==> src/rtl/stq_pkg.sv <==
`timescale 1ns / 1ps
package stq_pkg;

    localparam logic [1:0] ACT_ADD    = 2'd0;
    localparam logic [1:0] ACT_ADJUST = 2'd1;
    localparam logic [1:0] ACT_DELETE = 2'd2;
    localparam logic [1:0] ACT_TICK   = 2'd3;

    localparam logic [2:0] ST_DONE      = 3'd0;
    localparam logic [2:0] ST_EXPIRED   = 3'd1;
    localparam logic [2:0] ST_FULL      = 3'd2;
    localparam logic [2:0] ST_NOT_FOUND = 3'd3;
    localparam logic [2:0] ST_DUPLICATE = 3'd4;
    localparam logic [2:0] ST_NONE      = 3'd5;

    // most expirations handed out by one tick
    localparam int MAX_RESULTS = 16;
    localparam int TICK_W      = $clog2(MAX_RESULTS + 1);

    typedef struct packed {
        logic [31:0] expiry;
        logic [7:0]  handle;
    } entry_t;

endpackage

==> src/rtl/sorted_timer_queue.sv <==
`timescale 1ns / 1ps
// channel   | signals                                        | handshake
// command   | action, handle, expire_time, now_time          | start && !busy
// result    | status, out_handle, last                       | result_valid, one cycle
//
// entries sit in a circular table memory in expiry order, one read and one write a cycle.
// add/adjust/delete walk the table entry by entry, comparing or shifting, then end the walk and write.
// tick: walks expired entries (at most 16) from the head; head pointer moves, no shifting.
// rst_n clears count, head and control; table contents need no clearing.
// results cannot be stalled; busy holds off commands until the last beat.
module sorted_timer_queue #(
    parameter int DEPTH = 16
) (
    input  logic        clk,
    input  logic        rst_n,
    input  logic        start,
    output logic        busy,
    input  logic [1:0]  action,
    input  logic [7:0]  handle,
    input  logic [31:0] expire_time,
    input  logic [31:0] now_time,
    output logic        result_valid,
    output logic [2:0]  status,
    output logic [7:0]  out_handle,
    output logic        last
);

    localparam int IW = $clog2(DEPTH);
    localparam int CW = $clog2(DEPTH + 1);
    localparam int PW = CW + 1;

    typedef enum logic [12:0] {
        S_IDLE = 13'b0000000000001,
        S_FRD  = 13'b0000000000010,
        S_FCHK = 13'b0000000000100,
        S_RRD  = 13'b0000000001000,
        S_RWR  = 13'b0000000010000,
        S_PRD  = 13'b0000000100000,
        S_PCHK = 13'b0000001000000,
        S_URD  = 13'b0000010000000,
        S_UWR  = 13'b0000100000000,
        S_INS  = 13'b0001000000000,
        S_TRD  = 13'b0010000000000,
        S_TCHK = 13'b0100000000000,
        S_SPR  = 13'b1000000000000
    } state_t;

    state_t                 state_reg, state_next;
    logic [1:0]             act_reg, act_next;
    logic [7:0]             hnd_reg, hnd_next;
    logic [31:0]            exp_reg, exp_next;
    logic [31:0]            now_reg, now_next;
    logic [CW-1:0]          idx_reg, idx_next;
    logic [CW-1:0]          pos_reg, pos_next;
    logic [CW-1:0]          cnt_reg, cnt_next;
    logic [IW-1:0]          head_reg, head_next;
    logic [stq_pkg::TICK_W-1:0] ntick_reg, ntick_next;
    logic                   pend_reg, pend_next;
    logic [7:0]             pend_h_reg, pend_h_next;
    logic                   rv_reg, rv_next;
    logic [2:0]             st_reg, st_next;
    logic [7:0]             oh_reg, oh_next;
    logic                   last_reg, last_next;

    logic                   wr_en;
    logic [IW-1:0]          wr_addr, rd_addr;
    stq_pkg::entry_t        wr_data, rd_data;

    // logical position to table address
    function automatic logic [IW-1:0] phys(input logic [IW-1:0] h, input logic [CW-1:0] i);
        logic [PW-1:0] s;
        s = PW'(h) + PW'(i);
        if (s >= PW'(DEPTH))
        begin
            s = s - PW'(DEPTH);
        end
        return s[IW-1:0];
    endfunction

    stq_mem #(.DEPTH(DEPTH)) u_mem (
        .clk     (clk),
        .wr_en   (wr_en),
        .wr_addr (wr_addr),
        .wr_data (wr_data),
        .rd_addr (rd_addr),
        .rd_data (rd_data)
    );

    always_comb
    begin
        state_next  = state_reg;
        act_next    = act_reg;
        hnd_next    = hnd_reg;
        exp_next    = exp_reg;
        now_next    = now_reg;
        idx_next    = idx_reg;
        pos_next    = pos_reg;
        cnt_next    = cnt_reg;
        head_next   = head_reg;
        ntick_next  = ntick_reg;
        pend_next   = pend_reg;
        pend_h_next = pend_h_reg;
        rv_next     = 1'b0;
        st_next     = st_reg;
        oh_next     = oh_reg;
        last_next   = last_reg;
        wr_en       = 1'b0;
        wr_addr     = phys(head_reg, idx_reg);
        wr_data     = rd_data;
        rd_addr     = phys(head_reg, idx_reg);

        unique case (state_reg)
            S_IDLE:
            begin
                if (start)
                begin
                    act_next   = action;
                    hnd_next   = handle;
                    exp_next   = expire_time;
                    now_next   = now_time;
                    idx_next   = '0;
                    ntick_next = '0;
                    pend_next  = 1'b0;
                    state_next = (action == stq_pkg::ACT_TICK) ? S_TRD : S_FRD;
                end
            end
            S_FRD:
            begin
                if (idx_reg == cnt_reg)
                begin
                    if (act_reg == stq_pkg::ACT_ADD)
                    begin
                        if (cnt_reg == CW'(DEPTH))
                        begin
                            rv_next = 1'b1; st_next = stq_pkg::ST_FULL;
                            oh_next = hnd_reg; last_next = 1'b1;
                            state_next = S_IDLE;
                        end
                        else
                        begin
                            idx_next   = '0;
                            state_next = S_PRD;
                        end
                    end
                    else
                    begin
                        rv_next = 1'b1; st_next = stq_pkg::ST_NOT_FOUND;
                        oh_next = hnd_reg; last_next = 1'b1;
                        state_next = S_IDLE;
                    end
                end
                else
                begin
                    state_next = S_FCHK;
                end
            end
            S_FCHK:
            begin
                if (rd_data.handle == hnd_reg)
                begin
                    if (act_reg == stq_pkg::ACT_ADD)
                    begin
                        rv_next = 1'b1; st_next = stq_pkg::ST_DUPLICATE;
                        oh_next = hnd_reg; last_next = 1'b1;
                        state_next = S_IDLE;
                    end
                    else
                    begin
                        state_next = S_RRD;
                    end
                end
                else
                begin
                    idx_next   = idx_reg + 1'b1;
                    state_next = S_FRD;
                end
            end
            S_RRD:
            begin
                // close the gap left by the removed entry
                if ((PW'(idx_reg) + PW'(1)) >= PW'(cnt_reg))
                begin
                    cnt_next = cnt_reg - 1'b1;
                    if (act_reg == stq_pkg::ACT_ADJUST)
                    begin
                        idx_next   = '0;
                        state_next = S_PRD;
                    end
                    else
                    begin
                        rv_next = 1'b1; st_next = stq_pkg::ST_DONE;
                        oh_next = hnd_reg; last_next = 1'b1;
                        state_next = S_IDLE;
                    end
                end
                else
                begin
                    rd_addr    = phys(head_reg, idx_reg + 1'b1);
                    state_next = S_RWR;
                end
            end
            S_RWR:
            begin
                wr_en      = 1'b1;
                idx_next   = idx_reg + 1'b1;
                state_next = S_RRD;
            end
            S_PRD:
            begin
                if (idx_reg == cnt_reg)
                begin
                    pos_next   = idx_reg;
                    idx_next   = cnt_reg;
                    state_next = S_URD;
                end
                else
                begin
                    state_next = S_PCHK;
                end
            end
            S_PCHK:
            begin
                if (rd_data.expiry <= exp_reg)
                begin
                    idx_next   = idx_reg + 1'b1;
                    state_next = S_PRD;
                end
                else
                begin
                    pos_next   = idx_reg;
                    idx_next   = cnt_reg;
                    state_next = S_URD;
                end
            end
            S_URD:
            begin
                if (idx_reg == pos_reg)
                begin
                    state_next = S_INS;
                end
                else
                begin
                    rd_addr    = phys(head_reg, idx_reg - 1'b1);
                    state_next = S_UWR;
                end
            end
            S_UWR:
            begin
                wr_en      = 1'b1;
                idx_next   = idx_reg - 1'b1;
                state_next = S_URD;
            end
            S_INS:
            begin
                wr_en       = 1'b1;
                wr_addr     = phys(head_reg, pos_reg);
                wr_data     = '{expiry: exp_reg, handle: hnd_reg};
                cnt_next    = cnt_reg + 1'b1;
                rv_next = 1'b1; st_next = stq_pkg::ST_DONE;
                oh_next = hnd_reg; last_next = 1'b1;
                state_next  = S_IDLE;
            end
            S_TRD:
            begin
                if (cnt_reg == '0 || ntick_reg == stq_pkg::TICK_W'(stq_pkg::MAX_RESULTS))
                begin
                    state_next = S_SPR;
                end
                else
                begin
                    rd_addr    = head_reg;
                    state_next = S_TCHK;
                end
            end
            S_TCHK:
            begin
                if (rd_data.expiry <= now_reg)
                begin
                    // previous expiry goes out now that another one follows
                    if (pend_reg)
                    begin
                        rv_next = 1'b1; st_next = stq_pkg::ST_EXPIRED;
                        oh_next = pend_h_reg; last_next = 1'b0;
                    end
                    pend_next   = 1'b1;
                    pend_h_next = rd_data.handle;
                    head_next   = phys(head_reg, CW'(1));
                    cnt_next    = cnt_reg - 1'b1;
                    ntick_next  = ntick_reg + 1'b1;
                    state_next  = S_TRD;
                end
                else
                begin
                    state_next = S_SPR;
                end
            end
            S_SPR:
            begin
                rv_next   = 1'b1;
                last_next = 1'b1;
                if (pend_reg)
                begin
                    st_next = stq_pkg::ST_EXPIRED;
                    oh_next = pend_h_reg;
                end
                else
                begin
                    st_next = stq_pkg::ST_NONE;
                    oh_next = '0;
                end
                pend_next  = 1'b0;
                state_next = S_IDLE;
            end
            default:
            begin
                state_next = S_IDLE;
            end
        endcase
    end

    always_ff @(posedge clk or negedge rst_n)
    begin
        if (!rst_n)
        begin
            state_reg <= S_IDLE;
            cnt_reg   <= '0;
            head_reg  <= '0;
            ntick_reg <= '0;
            pend_reg  <= 1'b0;
            rv_reg    <= 1'b0;
        end
        else
        begin
            state_reg <= state_next;
            cnt_reg   <= cnt_next;
            head_reg  <= head_next;
            ntick_reg <= ntick_next;
            pend_reg  <= pend_next;
            rv_reg    <= rv_next;
        end
    end

    always_ff @(posedge clk)
    begin
        act_reg    <= act_next;
        hnd_reg    <= hnd_next;
        exp_reg    <= exp_next;
        now_reg    <= now_next;
        idx_reg    <= idx_next;
        pos_reg    <= pos_next;
        pend_h_reg <= pend_h_next;
        st_reg     <= st_next;
        oh_reg     <= oh_next;
        last_reg   <= last_next;
    end

    assign busy         = (state_reg != S_IDLE);
    assign result_valid = rv_reg;
    assign status       = st_reg;
    assign out_handle   = oh_reg;
    assign last         = last_reg;

endmodule

==> src/rtl/stq_mem.sv <==
`timescale 1ns / 1ps
module stq_mem #(
    parameter int DEPTH = 16
) (
    input  logic                      clk,
    input  logic                      wr_en,
    input  logic [$clog2(DEPTH)-1:0]  wr_addr,
    input  stq_pkg::entry_t           wr_data,
    input  logic [$clog2(DEPTH)-1:0]  rd_addr,
    output stq_pkg::entry_t           rd_data
);

    stq_pkg::entry_t mem [DEPTH];
    stq_pkg::entry_t rd_data_reg;

    always_ff @(posedge clk)
    begin
        if (wr_en)
        begin
            mem[wr_addr] <= wr_data;
        end
        rd_data_reg <= mem[rd_addr];
    end

    assign rd_data = rd_data_reg;

endmodule

==> config.mk <==
export PLATFORM = sky130hd
export DESIGN_NAME = sorted_timer_queue
export DESIGN_NICKNAME = d
export VERILOG_FILES = /design/src/rtl/stq_pkg.sv /design/src/rtl/sorted_timer_queue.sv /design/src/rtl/stq_mem.sv
export SDC_FILE = /design/constraint.sdc
export NUM_CORES = 1
export LEC_CHECK = 0
export BUFFER_PORTS_ARGS = -buffer_cell sky130_fd_sc_hd__clkbuf_2
export CAP_MARGIN = 20
export CORE_MARGIN = 2
export CORE_UTILIZATION = 60
export DETAILED_ROUTE_END_ITERATION = 16
export GPL_ROUTABILITY_DRIVEN = 1
export GPL_TIMING_DRIVEN = 0
export PLACE_DENSITY = 0.77
export RECOVER_POWER = 25
export SLEW_MARGIN = 10
export SYNTH_ARGS = -nofsm -noshare
export SYNTH_HDL_FRONTEND = slang
export SYNTH_HIERARCHICAL = 1
export SYNTH_SLANG_ARGS = --single-unit
==> constraint.sdc <==
create_clock -name clk -period 6.5 [get_ports clk]
set_input_delay 1.3 -clock clk [delete_from_list [all_inputs] [get_ports clk]]
set_output_delay 1.3 -clock clk [all_outputs]
set_load 0.02 [all_outputs]
==> tab_implementation.tex <==
\begin{tabular}{lr}
\hline
Metric & Value \\
\hline
\multicolumn{2}{l}{\textbf{Power}} \\
Static power due to leakage & roughly 14 nW \\
Maximum VDD drop & 0.000293 V \\
Power density normalized to cell area & 426 mW/mm² \\
Final Total Pwr & 16.3 mW \\
\multicolumn{2}{l}{\textbf{Logic synthesis}} \\
Adder-cell share of the synthesized area & 0.0361 \\
Number of cells produced by synthesis & about 1800 \\
Largest cells by area after synthesis & sky130\_fd\_sc\_hd\_\_edfxtp\_1, sky130\_fd\_sc\_hd\_\_mux4\_2, sky130\_fd\_sc\_hd\_\_mux4\_1, sky130\_fd\_sc\_hd\_\_ha\_1, sky130\_fd\_sc\_hd\_\_dfxtp\_1 \\
Area share of the largest cell type after synthesis & 0.671 \\
Yosys top cell by area & sky130\_fd\_sc\_hd\_\_edfxtp\_1 \\
Number of warnings reported in the yosys synthesis log & 6 \\
Most frequent cells after synthesis & sky130\_fd\_sc\_hd\_\_edfxtp\_1, sky130\_fd\_sc\_hd\_\_nand2\_1, sky130\_fd\_sc\_hd\_\_mux4\_2 \\
Number of distinct library cell variants in the gate-level netlist after synthesis & 70 \\
Top FF cell, synth & sky130\_fd\_sc\_hd\_\_edfxtp\_1 \\
Count of state elements after synthesis & 813 \\
Most frequently used cell type in the post-synthesis netlist & sky130\_fd\_sc\_hd\_\_edfxtp\_1 \\
Post-synth net total & around 2000 \\
Share of the synthesized area in compound gates (AO/OA/AOI/OAI) & 0.0515 \\
Dominant combinational cell family by area after synthesis & multiplexers \\
Post-synthesis async set-or-reset flop share & 0.0357 \\
Xor and xnor fraction of the mapped netlist area & 0.0118 \\
Syn avg cell area & 18.2 µm² \\
Portion of netlist area occupied by mux cells & 0.116 \\
Number of synthesized flops with an enable pin & about 740 \\
Simple-gate portion of the synthesized area & 0.0420 \\
Sequential cell area fraction in the yosys report & 0.717 \\
Post-synth design cell area & between 0.03 and 0.04 mm² \\
\multicolumn{2}{l}{\textbf{Global routing}} \\
Number of antenna violations at the first check in global routing & 0 \\
Maximum number of pins on one net before global-route repair & 57 \\
Number of global-route vias before repair & between 15000 and 20000 \\
Global router's overall resource usage & 0.286 \\
First-pass GRT wire length & 118000 µm \\
Overflow left after global routing & 0 \\
\multicolumn{2}{l}{\textbf{STA}} \\
Final setup violation count & 0 \\
Achievable Freq & 178 MHz \\
Slew at the pin closest to its max-slew limit & about 1.7 ns \\
Clock Skews & a little over 0.03 ns \\
Post-layout minimum cycle time & 5.61 ns \\
Final Slew Violations & 55 \\
Unrepaired setup endpoints after global routing & false \\
Final hold viol count & 0 \\
Tcrit/Tclk final & 0.863 \\
Worst slew margin & -0.126 \\
\multicolumn{2}{l}{\textbf{Finish}} \\
Ant diodes & 0 \\
Share of cells above drive strength 1 & 0.191 \\
Area added between synthesis and finish & 15.2\% \\
Flip-flop count of the largest register, all copies and words added & 640 \\
Core Util, Final & 0.697 \\
Number of nets in the layout & around 2200 \\
\multicolumn{2}{l}{\textbf{CTS}} \\
Number of H-tree branching levels & 3 \\
Buffer count from post-CTS setup fixing & 0 \\
Maximum buffer depth of the clock tree & 3 \\
Worst skew pair latency & around 0.64 ns \\
Total CTS buffers & 81 \\
Num Clock Sinks & between 800 and 900 \\
Number of buffers inserted for hold repair after clock tree synthesis & 0 \\
CTS resizes & 0 \\
TritonCTS clock tree & yes \\
Clk slew on worst S/H paths & 0.06 ns \\
Clock root buffer & sky130\_fd\_sc\_hd\_\_clkbuf\_16 \\
\multicolumn{2}{l}{\textbf{Critical path}} \\
End point of the critical path & u\_mem/rd\_data[11]\$\_DFF\_P\_ \\
Required time reported for the critical path endpoint & approximately 7 ns \\
Reg2reg start & idx\_reg[0]\$\_DFFE\_PP\_ \\
Depth of the most critical reg-to-reg path & 16 \\
Largest fanout on the critical path & 10 \\
Kind of critical path & register to register \\
Slack of the worst reg-to-reg path & 0.89 ns \\
Launch point of the critical path & idx\_reg[0]\$\_DFFE\_PP\_ \\
Capture instance of the worst register-to-register path & u\_mem/rd\_data[11]\$\_DFF\_P\_ \\
Arr. time, crit path & 6.10 ns \\
Sort of element at the start of the critical path & register \\
Crit end category & register \\
\multicolumn{2}{l}{\textbf{Floorplan}} \\
Starting density of the core & 0.605 \\
Top-Level Pins & 91 \\
Chip width & 239 µm \\
Number of standard-cell rows in the floorplan & 86 \\
Standard cell core area & approximately 0.055 mm² \\
Die area & 0.0574 mm² \\
DIE HEIGHT & 239 µm \\
\multicolumn{2}{l}{\textbf{Drt}} \\
Via density per instance & 6.44 \\
First-pass detailed-route iteration total & 6 \\
Post-detailed-route wirelength per cell & 27.6 µm \\
Via Count & 18600 \\
Remaining antenna violation count after routing & 0 \\
Number of DRC violations after detailed routing & 0 \\
Starting DRC count in detailed routing & roughly 2500 \\
Total wire length after detailed routing & approximately 80000 µm \\
\multicolumn{2}{l}{\textbf{Run}} \\
Total of max-cap violations & 3 \\
\multicolumn{2}{l}{\textbf{Placed design}} \\
Half-perimeter wire length after detailed placement & between 50000 and 60000 µm \\
Input/output buffers & 90 \\
Routability congestion estimate from global placement & 0.872 \\
\multicolumn{2}{l}{\textbf{Min path}} \\
Kind of path behind the tightest hold check & register to register \\
\multicolumn{2}{l}{\textbf{Status}} \\
Result of the run & complete, but fails checks \\
Violated checks & capacitance limit, slew limit \\
\hline
\end{tabular}
-- placed cells by master (no fill, tap or decap), drive strengths merged, types with 5 or more instances in the layout --
cell type    n
nor4        10
inv         89
mux4       160
a21o        12
xnor2       25
a22o         8
nand2b       5
nor2b       11
clkbuf     258
nand4       21
nand3       18
nor2        43
bufinv       9
nand2      144
a22oi       81
ha          88
a221oi       7
o21ai       57
clkinv      24
and2         5
o31ai        5
and3         6
fa           5
xor2        20
buf         97
dfxtp       40
nor3        16
a21oi       39
dfrtp       28
edfxtp     744
o211ai       6
-- metal layers --
layer  track usage  up-vias  wire [µm]
met5             0        -          0
met4         0.121        0       3600
met3        0.0653      238       8070
met2         0.455     1162      37900
met1         0.386     9353      30200
li1              -     7872          -
-- power by group --
| part | internal [mW] | total, mW | switching (mW) |
|---|---|---|---|
| registers | 6.66 | 6.91 | 0.248 |
| logic | 1.83 | 4.73 | 2.91 |
| clock network | 2.77 | 4.70 | 1.93 |
-- logic make-up after synthesis --
| kind of cell | Yosys count |
|---|---|
| fa+ha+maj | 93 |
| xor+xnor | 45 |
| mux | 164 |
| compound gates | 252 |
| flops | 813 |
| simple gates | 298 |
| buf+inv | 162 |
-- worst max-delay path: stages, from the launching register on --
cell	delay (ns)
sky130_fd_sc_hd__edfxtp_1	0.51
sky130_fd_sc_hd__clkbuf_1	0.35
sky130_fd_sc_hd__inv_1	0.12
sky130_fd_sc_hd__ha_1	0.42
sky130_fd_sc_hd__ha_1	0.30
sky130_fd_sc_hd__a21o_1	0.16
sky130_fd_sc_hd__a211oi_1	0.24
sky130_fd_sc_hd__o221ai_1	0.39
sky130_fd_sc_hd__nor2_1	0.63
sky130_fd_sc_hd__a222oi_1	0.24
sky130_fd_sc_hd__nand2_1	0.11
sky130_fd_sc_hd__buf_2	0.26
sky130_fd_sc_hd__buf_2	0.29
sky130_fd_sc_hd__clkbuf_1	0.78
sky130_fd_sc_hd__mux4_1	0.41
sky130_fd_sc_hd__a22oi_1	0.16
sky130_fd_sc_hd__nand2_1	0.10
-- worst min-delay path by stage --
stage                                         from                      end  slack, ns  cells after the start
after floorplan               idx_reg[4]$_DFFE_PP_     pos_reg[4]$_DFFE_PP_       0.42                      0
after global placement    u_mem/rd_data[3]$_DFF_P_  pend_h_reg[3]$_DFFE_PN_       0.46                      0
after detailed placement  u_mem/rd_data[5]$_DFF_P_  pend_h_reg[5]$_DFFE_PN_       0.47                      0
after CTS                     idx_reg[4]$_DFFE_PP_     pos_reg[4]$_DFFE_PP_       0.48                      0
after global routing          idx_reg[4]$_DFFE_PP_     pos_reg[4]$_DFFE_PP_       0.50                      0
final                         idx_reg[4]$_DFFE_PP_     pos_reg[4]$_DFFE_PP_       0.47                      0
-- cell type report --
class / instances / area [µm²]
plain buffers: 75 / 492
fillers: 3352 / 16700
clock buffers: 115 / 2240
inverters: 87 / 334
multi-input cells: 852 / 8680
clock inverters: 36 / 459
well taps: 748 / 936
flip-flops and latches: 813 / 23900
repair buffers: 165 / 1320
-- per-stage QoR --
step | instances | instance area [µm²] | hold slack [ns] | setup slack, ns | setup TNS (ns)
final | 2891 | 38300 | 0.472 | 0.889 | 0
after global routing | 2891 | 38300 | 0.495 | 0.582 | 0
after CTS | 2888 | 38400 | 0.476 | 1.01 | 0
after detailed placement | 2737 | 35700 | 0.471 | 0.997 | 0
after global placement | 2665 | 34700 | 0.464 | -3.28 | -843.86
after floorplan | 1827 | 33300 | 0.424 | 0.763 | 0
Power figures use the tool's default switching activity.
